$ cat src/rtl/core/icu8_pkg.sv
package icu8_pkg;

    // Request kinds carried by one input item
    typedef enum logic [1:0] {
        REQ_WRITE = 2'd0,
        REQ_READ  = 2'd1,
        REQ_LINE  = 2'd2,
        REQ_ACK   = 2'd3
    } req_kind_t;

    // Initialisation sequence phases
    typedef enum logic [1:0] {
        PHASE_IDLE = 2'd0,
        PHASE_ICW2 = 2'd1,
        PHASE_ICW3 = 2'd2,
        PHASE_ICW4 = 2'd3
    } init_phase_t;

    // OCW2 end-of-interrupt codes (bits 7..5)
    localparam logic [2:0] EOI_NON_SPECIFIC = 3'd1;
    localparam logic [2:0] EOI_SPECIFIC     = 3'd3;

    // Command byte bit positions
    localparam int unsigned CMD_ICW1_BIT   = 4;
    localparam int unsigned CMD_OCW3_BIT   = 3;
    localparam int unsigned ICW1_IC4_BIT   = 0;
    localparam int unsigned ICW1_SNGL_BIT  = 1;
    localparam int unsigned ICW1_LTIM_BIT  = 3;
    localparam int unsigned OCW3_RR_BIT    = 1;
    localparam int unsigned OCW3_RIS_BIT   = 0;
    localparam int unsigned ICW4_AEOI_BIT  = 1;

    // Spurious acknowledge returns the lowest-priority line
    localparam logic [2:0] SPURIOUS_LINE = 3'd7;

    // One input request as held in the input register
    typedef struct packed {
        req_kind_t   kind;
        logic        addr_sel;
        logic [7:0]  write_data;
        logic [2:0]  line_index;
        logic        line_level;
    } item_t;

    // Priority encoder result: line index and a found flag
    typedef struct packed {
        logic       found;
        logic [2:0] line;
    } prio_t;

    // Lowest set bit wins (line 0 highest priority)
    function automatic prio_t first_line(input logic [7:0] bits);
        prio_t r;
        r.found = 1'b0;
        r.line  = 3'd0;
        for (int i = 7; i >= 0; i--)
        begin
            if (bits[i])
            begin
                r.found = 1'b1;
                r.line  = 3'(i);
            end
        end
        return r;
    endfunction

endpackage

$ cat src/rtl/core/icu8_in_reg.sv
module icu8_in_reg
    import icu8_pkg::*;
(
    input  logic  clk,
    input  logic  rst_n,
    input  logic  in_valid,
    output logic  in_ready,
    input  item_t in_item,
    output logic  item_valid,
    output item_t item,
    input  logic  take
);

    logic  valid_reg;
    logic  valid_next;
    item_t item_reg;
    logic  accept;

    // Accept a new request when empty or when the held one moves on
    assign in_ready = !valid_reg || take;
    assign accept   = in_valid && in_ready;

    always_comb
    begin
        valid_next = valid_reg;
        if (accept)
        begin
            valid_next = 1'b1;
        end
        else if (take)
        begin
            valid_next = 1'b0;
        end
    end

    always_ff @(posedge clk or negedge rst_n)
    begin
        if (!rst_n)
        begin
            valid_reg <= 1'b0;
        end
        else
        begin
            valid_reg <= valid_next;
        end
    end

    // Hold the payload until replaced
    always_ff @(posedge clk)
    begin
        if (accept)
        begin
            item_reg <= in_item;
        end
    end

    assign item_valid = valid_reg;
    assign item       = item_reg;

endmodule

$ cat src/rtl/core/icu8_engine.sv
module icu8_engine
    import icu8_pkg::*;
(
    input  logic       clk,
    input  logic       rst_n,
    input  logic       item_valid,
    input  item_t      item,
    output logic       take,
    output logic       out_valid,
    input  logic       out_ready,
    output logic [7:0] read_data,
    output logic       int_out
);

    logic [7:0]  request_reg,  request_next;
    logic [7:0]  service_reg,  service_next;
    logic [7:0]  mask_reg,     mask_next;
    logic [4:0]  vec_high_reg, vec_high_next;
    logic [7:0]  levels_reg,   levels_next;
    logic        level_mode_reg, level_mode_next;
    logic        auto_end_reg,   auto_end_next;
    logic        want_icw4_reg,  want_icw4_next;
    logic        want_icw3_reg,  want_icw3_next;
    logic        read_isr_reg,   read_isr_next;
    init_phase_t phase_reg,      phase_next;

    logic        out_valid_reg, out_valid_next;
    logic [7:0]  read_data_reg, read_data_next;
    logic        int_out_reg,   int_out_next;

    prio_t       pend;
    prio_t       serv;
    prio_t       pend_new;
    prio_t       serv_new;
    logic [7:0]  line_bit;
    logic [7:0]  ack_bit;
    logic [7:0]  wd;

    // Move the held request into the result register when it is free
    assign take = item_valid && (!out_valid_reg || out_ready);

    assign wd       = item.write_data;
    assign line_bit = 8'b1 << item.line_index;
    assign pend     = first_line(request_reg & ~mask_reg);
    assign serv     = first_line(service_reg);
    assign ack_bit  = 8'b1 << pend.line;

    // State update and result for one request
    always_comb
    begin
        request_next    = request_reg;
        service_next    = service_reg;
        mask_next       = mask_reg;
        vec_high_next   = vec_high_reg;
        levels_next     = levels_reg;
        level_mode_next = level_mode_reg;
        auto_end_next   = auto_end_reg;
        want_icw4_next  = want_icw4_reg;
        want_icw3_next  = want_icw3_reg;
        read_isr_next   = read_isr_reg;
        phase_next      = phase_reg;
        read_data_next  = 8'd0;

        case (item.kind)
            REQ_WRITE:
            begin
                if (item.addr_sel)
                begin
                    // Data port: init words, else mask
                    case (phase_reg)
                        PHASE_ICW2:
                        begin
                            vec_high_next = wd[7:3];
                            if (want_icw3_reg)
                            begin
                                phase_next = PHASE_ICW3;
                            end
                            else if (want_icw4_reg)
                            begin
                                phase_next = PHASE_ICW4;
                            end
                            else
                            begin
                                phase_next = PHASE_IDLE;
                            end
                        end
                        PHASE_ICW3:
                        begin
                            phase_next = want_icw4_reg ? PHASE_ICW4 : PHASE_IDLE;
                        end
                        PHASE_ICW4:
                        begin
                            auto_end_next = wd[ICW4_AEOI_BIT];
                            phase_next    = PHASE_IDLE;
                        end
                        default:
                        begin
                            mask_next = wd;
                        end
                    endcase
                end
                else if (wd[CMD_ICW1_BIT])
                begin
                    // ICW1: restart the init sequence
                    want_icw4_next  = wd[ICW1_IC4_BIT];
                    want_icw3_next  = !wd[ICW1_SNGL_BIT];
                    level_mode_next = wd[ICW1_LTIM_BIT];
                    mask_next       = 8'd0;
                    service_next    = 8'd0;
                    request_next    = wd[ICW1_LTIM_BIT] ? levels_reg : 8'd0;
                    read_isr_next   = 1'b0;
                    auto_end_next   = 1'b0;
                    phase_next      = PHASE_ICW2;
                end
                else if (wd[CMD_OCW3_BIT])
                begin
                    // OCW3: select readback register
                    if (wd[OCW3_RR_BIT])
                    begin
                        read_isr_next = wd[OCW3_RIS_BIT];
                    end
                end
                else
                begin
                    // OCW2: end of interrupt
                    case (wd[7:5])
                        EOI_NON_SPECIFIC:
                        begin
                            if (serv.found)
                            begin
                                service_next = service_reg & ~(8'b1 << serv.line);
                            end
                        end
                        EOI_SPECIFIC:
                        begin
                            service_next = service_reg & ~(8'b1 << wd[2:0]);
                        end
                        default:
                        begin
                        end
                    endcase
                end
            end
            REQ_READ:
            begin
                if (item.addr_sel)
                begin
                    read_data_next = mask_reg;
                end
                else
                begin
                    read_data_next = read_isr_reg ? service_reg : request_reg;
                end
            end
            REQ_LINE:
            begin
                if (item.line_level)
                begin
                    levels_next = levels_reg | line_bit;
                    if (((levels_reg & line_bit) == 8'd0) || level_mode_reg)
                    begin
                        request_next = request_reg | line_bit;
                    end
                end
                else
                begin
                    levels_next  = levels_reg & ~line_bit;
                    request_next = request_reg & ~line_bit;
                end
            end
            default:
            begin
                // Acknowledge: serve the highest pending unmasked line, else return the spurious vector
                if (!pend.found)
                begin
                    read_data_next = {vec_high_reg, SPURIOUS_LINE};
                end
                else
                begin
                    if (!level_mode_reg)
                    begin
                        request_next = request_reg & ~ack_bit;
                    end
                    if (!auto_end_reg)
                    begin
                        service_next = service_reg | ack_bit;
                    end
                    read_data_next = {vec_high_reg, pend.line};
                end
            end
        endcase
    end

    // Interrupt output from the updated registers
    assign pend_new = first_line(request_next & ~mask_next);
    assign serv_new = first_line(service_next);

    always_comb
    begin
        int_out_next = pend_new.found && (!serv_new.found || (pend_new.line < serv_new.line));
    end

    // Result register valid flag
    always_comb
    begin
        out_valid_next = out_valid_reg;
        if (take)
        begin
            out_valid_next = 1'b1;
        end
        else if (out_ready)
        begin
            out_valid_next = 1'b0;
        end
    end

    always_ff @(posedge clk or negedge rst_n)
    begin
        if (!rst_n)
        begin
            request_reg    <= 8'd0;
            service_reg    <= 8'd0;
            mask_reg       <= 8'd0;
            vec_high_reg   <= 5'd0;
            levels_reg     <= 8'd0;
            level_mode_reg <= 1'b0;
            auto_end_reg   <= 1'b0;
            want_icw4_reg  <= 1'b0;
            want_icw3_reg  <= 1'b0;
            read_isr_reg   <= 1'b0;
            phase_reg      <= PHASE_IDLE;
            out_valid_reg  <= 1'b0;
        end
        else
        begin
            out_valid_reg <= out_valid_next;
            if (take)
            begin
                request_reg    <= request_next;
                service_reg    <= service_next;
                mask_reg       <= mask_next;
                vec_high_reg   <= vec_high_next;
                levels_reg     <= levels_next;
                level_mode_reg <= level_mode_next;
                auto_end_reg   <= auto_end_next;
                want_icw4_reg  <= want_icw4_next;
                want_icw3_reg  <= want_icw3_next;
                read_isr_reg   <= read_isr_next;
                phase_reg      <= phase_next;
            end
        end
    end

    // Load the result payload
    always_ff @(posedge clk)
    begin
        if (take)
        begin
            read_data_reg <= read_data_next;
            int_out_reg   <= int_out_next;
        end
    end

    assign out_valid = out_valid_reg;
    assign read_data = read_data_reg;
    assign int_out   = int_out_reg;

endmodule

$ cat src/rtl/core/interrupt_controller_8_line_unit.sv
// Eight-line interrupt controller, fixed priority with line 0 highest.
// Input channel (in_valid/in_ready): one request per transfer, selected by
// req_type: register write, register read, request line change or
// interrupt acknowledge. addr_sel picks command or data port.
// Output channel (out_valid/out_ready): exactly one result per request,
// read_data (readback, acknowledge vector, or zero) and int_out, the
// interrupt level after that request.
// A request accepted from the input channel lands in the input register;
// its result is loaded into the output register once that register is
// free, and leaves from there when out_ready is high. Throughput is one
// request per cycle while the receiver does not stall, set by the
// combinational state update between the two registers.
// When the receiver stalls, the result holds in the output register, the
// next request holds in the input register, and in_ready drops only once
// both are full.
// Reset clears all controller state: requests, in-service, mask, vector
// base, line levels, init phase and modes; both registers come up empty.
module interrupt_controller_8_line_unit
    import icu8_pkg::*;
(
    input  logic       clk,
    input  logic       rst_n,
    input  logic       in_valid,
    output logic       in_ready,
    input  logic [1:0] req_type,
    input  logic       addr_sel,
    input  logic [7:0] write_data,
    input  logic [2:0] line_index,
    input  logic       line_level,
    output logic       out_valid,
    input  logic       out_ready,
    output logic [7:0] read_data,
    output logic       int_out
);

    item_t in_item;
    item_t item;
    logic  item_valid;
    logic  take;

    // Bundle the request fields
    always_comb
    begin
        in_item.kind       = req_kind_t'(req_type);
        in_item.addr_sel   = addr_sel;
        in_item.write_data = write_data;
        in_item.line_index = line_index;
        in_item.line_level = line_level;
    end

    icu8_in_reg u_in_reg (
        .clk        (clk),
        .rst_n      (rst_n),
        .in_valid   (in_valid),
        .in_ready   (in_ready),
        .in_item    (in_item),
        .item_valid (item_valid),
        .item       (item),
        .take       (take)
    );

    icu8_engine u_engine (
        .clk        (clk),
        .rst_n      (rst_n),
        .item_valid (item_valid),
        .item       (item),
        .take       (take),
        .out_valid  (out_valid),
        .out_ready  (out_ready),
        .read_data  (read_data),
        .int_out    (int_out)
    );

endmodule
$ cat config.mk
export PLATFORM = sky130hd
export DESIGN_NAME = interrupt_controller_8_line_unit
export DESIGN_NICKNAME = d
export VERILOG_FILES = /design/src/rtl/core/icu8_pkg.sv /design/src/rtl/core/icu8_in_reg.sv /design/src/rtl/core/icu8_engine.sv /design/src/rtl/core/interrupt_controller_8_line_unit.sv
export SDC_FILE = /design/constraint.sdc
export NUM_CORES = 1
export LEC_CHECK = 0
export ABC_AREA = 1
export ABC_CLOCK_PERIOD_IN_PS = 2700
export BUFFER_PORTS_ARGS = -buffer_cell sky130_fd_sc_hd__clkbuf_2
export CAP_MARGIN = 5
export CORE_MARGIN = 4
export CORE_UTILIZATION = 45
export CTS_CLUSTER_DIAMETER = 60
export CTS_CLUSTER_SIZE = 16
export DETAILED_ROUTE_END_ITERATION = 8
export MAX_ROUTING_LAYER = met4
export PLACE_DENSITY_LB_ADDON = 0.25
export SLEW_MARGIN = 20
export SYNTH_ARGS = -nofsm -noshare
export SYNTH_HDL_FRONTEND = slang
export SYNTH_SLANG_ARGS = --single-unit
$ cat constraint.sdc
create_clock -name clk -period 2.7 [get_ports clk]
set_clock_uncertainty 0.1 [all_clocks]
set_input_delay 0.54 -clock clk [delete_from_list [all_inputs] [get_ports clk]]
set_output_delay 0.54 -clock clk [all_outputs]
set_load 0.05 [all_outputs]
After elaboration in Yosys (flattened, before gate mapping). Index checks and enable logic that the tools add are counted.

Flip-flop bits (word level): 70. Bits in latches: 0. Bits in writable memories: 0. Bits in read-only memories: 0. Input bits: 19. Output and inout port bits: 11. Word-level logic and storage cells: 151. Memories: 0.

Add/sub/neg operators: 0. Multiply operators: 0. Divide/modulo/power cells: 0. Magnitude comparators: 1. Equal/unequal tests: 9. Shift-type cells: 4. Muxes and demuxes: 72. Bitwise operators: 18. Reductions and logical operators: 27.

Operator list (count): 8-bit two-way mux (20); 4-bit two-way mux (32); 8-bit AND (8); 8-bit NOT (6); 8-bit case mux with 2 select lines (3); 1-bit by 3-bit << shifter with 8-bit output (first input constant) (4); 8-bit bitwise OR (3); 8-bit case mux with 3 select lines (1); 4-bit AND reduction (4); 1-bit two-way mux (10); 2-bit nonzero test (5); 8-bit logical NOT (1); 2-bit two-way mux (4); 2-bit == test (second input constant) (3); 2-bit case mux with 3 select lines (1); 5-bit AND reduction (1); 2-bit by 1-bit == test with 1-bit output (second input constant) (2); 1-bit logical NOT (4); 1-bit logical OR (4); 4-bit by 1-bit inequality test with 1-bit output (second input constant) (1); 2-bit OR reduction (2); 3-bit by 1-bit == test with 1-bit output (second input constant) (1); 3-bit by 2-bit == test with 1-bit output (second input constant) (1); 1-bit logical AND (3); other kinds (7) (7).

Logic depth before layout (Yosys ltp).
Word-level depth: 28. Gate-level depth with buffers: 24. Depth with buffers taken out: 24.

Hierarchy. Synthesis repeated with hierarchy kept, for this count alone.

Cells, all modules: 658. Area total of the unflattened synthesis: 4668.2 um2.

Modules (own cells, without submodules): icu8_engine (instances 1, cells an instance 637, area an instance 4172.8 um2, seq. area each 1396.3 um2); icu8_in_reg (instances 1, cells an instance 21, area an instance 495.5 um2, seq. area each 475.5 um2).

Worst setup path after synthesis. Ideal clock, no wire load.

Kind: register -> register. From: reg u_in_reg.item_reg, in the netlist u_in_reg.item[13]. To: reg u_engine.int_out_reg (netlist: u_engine.int_out) (data pin). Library setup time: 0.261 ns. Arrival time: 2.235 ns. Data required time: 2.339 ns. Path slack: 0.103 ns. Cell stages (with the launch flop): 20. Buffers on the path: 0. Clock period less this slack: 2.597 ns. Cell sequence: edfxtp_1 inv_1 ha_1 inv_1 nor2_4 inv_2 o21ai_0 o21ai_0 nand2_1 nor2_1 a21oi_1 o211ai_1 nand4_1 nor2_1 ha_1 nand2_1 inv_1 nand2_1 nand2_1 a21oi_2.

Word-level cells in the longest chain between the ends: 15. Elaborated cells between the ends (all ways): 29. Classes of those cells: 1 x order compare; 2 x eq/ne; 19 x mux; 2 x bitwise; 5 x reduce/logical.

RTL lines: start, declared (line icu8_in_reg.sv:16) `item_t item_reg;`; start signal, assigned (line icu8_in_reg.sv:53) `item_reg <= in_item;`; branches (longest 14 deep; another with 3-bit < comparator); 1-bit logical AND * (line icu8_engine.sv:200) `int_out_next = pend_new.found && (!serv_new.found || (pend_new.line < serv_new.line));`; named net u_engine.int_out_next (line icu8_engine.sv:29) `logic int_out_reg, int_out_next;`; end signal, assigned (line icu8_engine.sv:260) `int_out_reg <= int_out_next;`; end, declared (line icu8_engine.sv:29).

Mark *: on every way through the listed nets, which the timed path passes. A chain may end at the register's enable or synchronous reset.

Worst setup path in the final report. Same ends and word-level chain as after synthesis.

==> impl_results.md <==
- CTS Hold Bufs: 0
- Critical Path RT: 2730 ps
- Startpoint types: register
- Most frequent cell after synthesis: nand2_1
- Dominant cells by area after synthesis: dfrtp_1, edfxtp_1, nand2_1
- Avg Cell Area, Syn: 7.27 µm²
- Clock latency on the worst-skew pair: 380 ps
- Die height: 109 µm
- Synth warn: 0
- CP Class: reg2reg
- Nets: 803
- Synth top area share: 0.250
- Antenna Nets Post-Route: 0
- Main synth FF type: dfrtp_1
- Critical Path AT: 2900 ps
- GRT Resource Usage Total: 0.283
- Leak: 2.88 nW
- Port buffer count: 29
- Synth cell types: 40
- Starting Density: 0.466
- Final hold vios: 0
- Violated checks: negative setup slack
- WL/cell: 16.9 µm
- Vias in the first global route: 4824
- Largest net degree at the start of global routing: 47
- Worst Max-Slew Pin Slew: 703 ps
- Layout Area Growth over Synthesis: 32.7%
- RSZ-0062 raised after global routing: true
- Gr ovfl total: 0
- Setup ws final: -164 ps
- Period Utilization, post-route: 1.06
- # DRC: 0
- Clk root buf: clkbuf_8
- Max frequency: 0.349 GHz
- CP Capture Type: register
- Status: finished, violations left
- Worst vdd ir: 0.000533 V
- Cell Area, Synth: 0.00460 mm²
- DR vias/cell: 5.39
- Final Slew Violations: 0
- # H-tree levels: 3
- CTS Buf Count: 9
- N_diodes: 0
- Setup TNS: -164 ps
- Power Density: 1050 mW/mm²
- Routed WL: 15500 µm
- Placer's final routability congestion estimate: 1.04
- Row count: 36
- Synth Register Bits: 70
- CTS tree: done
- HP Class: in2async
- First drt pass iteration count: 5
- Slew margin rel.: 0.531
- Post-synthesis async set-or-reset flop share: 0.657
- Clk sink count: 70
- Share of layout cells above drive strength 1: 0.292
- Starting DRT DRC Count: 355
- Seq/Total Area, Yosys: 0.407
- Placed wire-length estimate: 12000 µm
- Reg clk slew, reported paths: 80 ps
- Clock Tree Buf Depth: 2
- CP Cell Sequence: inv_1, ha_2, inv_1, buf_4, nor2_1, buf_4, a32oi_1, nand4_1, buf_4, nand2_1, a31oi_1, ha_1, nand2_1, inv_1, nand2_1, nand2_1, a21oi_2
- Worst Path Max Fanout: 3
- Global-route wire length before repair: 24600 µm
- Slowest cell on the critical path: edfxtp_1
- Final setup fails: 1
- # IOs: 30
- Initial antenna violation count: 0
- Max-cap violation count: 0
- Crit path time final: 2860 ps
- Synthesized net count: 657
- Die area: 0.0119 mm²
- Die W: 109 µm
- Core area: 0.00986 mm²
- Top cell by count, worst path: nand2_1
- Via count: 4934
- Hold WS: 161 ps
- CP max stage delay: 350 ps
- Yosys top cell by area: dfrtp_1
- Top cells by count, synth: nand2_1, o21ai_0, inv_1, dfrtp_1, nor2_1
- Post-synth EDFFs: 24
- Mapped Cells: 632
==> final timing paths <==
kind,start,end,slack (ps),depth (start not counted)
max,u_in_reg.item[13],u_engine.int_out,-160,17
min,rst_n,u_engine.vec_high_reg[4],160,2
max reg2reg,u_in_reg.item[13],u_engine.int_out,-160,17
min reg2reg,u_in_reg.item[9],u_engine.vec_high_reg[2],400,2
max in group asynchronous,rst_n,u_in_reg.item_valid,1880,2
min in group clk,write_data[0],u_in_reg.item[4],240,1
==> cells by family after synthesis <==
family / synth area share
AO/OA/AOI/OAI: 0.205
adder cells (fa/ha/maj): 0.0163
buffers and inverters: 0.0909
flip-flops: 0.407
AND/OR/NAND/NOR: 0.281
==> cell type report <==
cell class / count / area, µm²
repair buffers: 150 / 1070
well taps: 133 / 166
flip-flops and latches: 70 / 1870
multi-input cells: 455 / 2400
clock inverters: 5 / 78.8
clock buffers: 11 / 163
inverters: 92 / 350
fillers: 890 / 3760
==> timing repair <==
| action | 4_1_cts | 5_1_grt |
|---|---|---|
| buffers inserted | 2 | 6 |
| pin swaps | 6 | 11 |
| endpoints found under the setup margin | 1 | 1 |
| gates resized for setup | 7 | 28 |
==> layer usage <==
metal,vias up,GRT usage,part of all wire,wire length [µm]
met1,2297,0.362,0.45,6900
met2,171,0.446,0.47,7250
li1,2430,-,-,-
met4,0,0.117,0.035,544
met5,-,-,0,0
met3,36,0.0456,0.052,812
==> per-stage QoR <==
stage / utilization / total power, W / setup WS [ps] / cell area [µm²] / cells
2_1_floorplan: - / 0.00365 / 103 / 4600 / 632
3_3_place_gp: 0.577 / 0.00506 / -186 / 5700 / 892
3_5_place_dp: 0.577 / 0.00508 / -191 / 5700 / 892
4_1_cts: 0.605 / 0.00616 / -144 / 5960 / 910
5_1_grt: 0.618 / 0.00687 / -358 / 6100 / 916
6_report: 0.618 / 0.00640 / -164 / 6100 / 916
==> placed cells by master (no fill, tap or decap), drive strengths merged <==
master	netlist	routed
a21oi	35	35
nand4	13	13
nand2	158	158
a22oi	2	2
o31ai	8	8
a211oi	2	2
nor2	55	55
nor4	1	1
nand3b	1	1
a32oi	1	1
inv	92	92
o22ai	8	8
nand3	38	38
a31oi	6	6
edfxtp	24	24
o2111ai	3	3
o21ai	89	89
clkbuf	9	40
o211ai	5	5
dfrtp	46	46
bufinv	0	2
or2	1	1
ha	6	6
a311oi	1	1
nor3	19	19
clkinv	0	3
buf	6	121
o21bai	2	2
a221oi	1	1
==> where the power goes <==
group	switching [W]	internal, W	leakage (nW)
registers	0.000251	0.00146	0.804
logic	0.00216	0.00150	1.95
clock network	0.000432	0.000600	0.124
total	0.00284	0.00356	2.88
==> worst max-delay path: cells and delay by family (launching register included) <==
kind / cells / cell delay (ps)
simple gates: 6 / 520
fa+ha+maj: 2 / 500
flops: 1 / 350
compound gates: 3 / 400
buf+inv: 6 / 760
(Power assumes the default switching activity.)
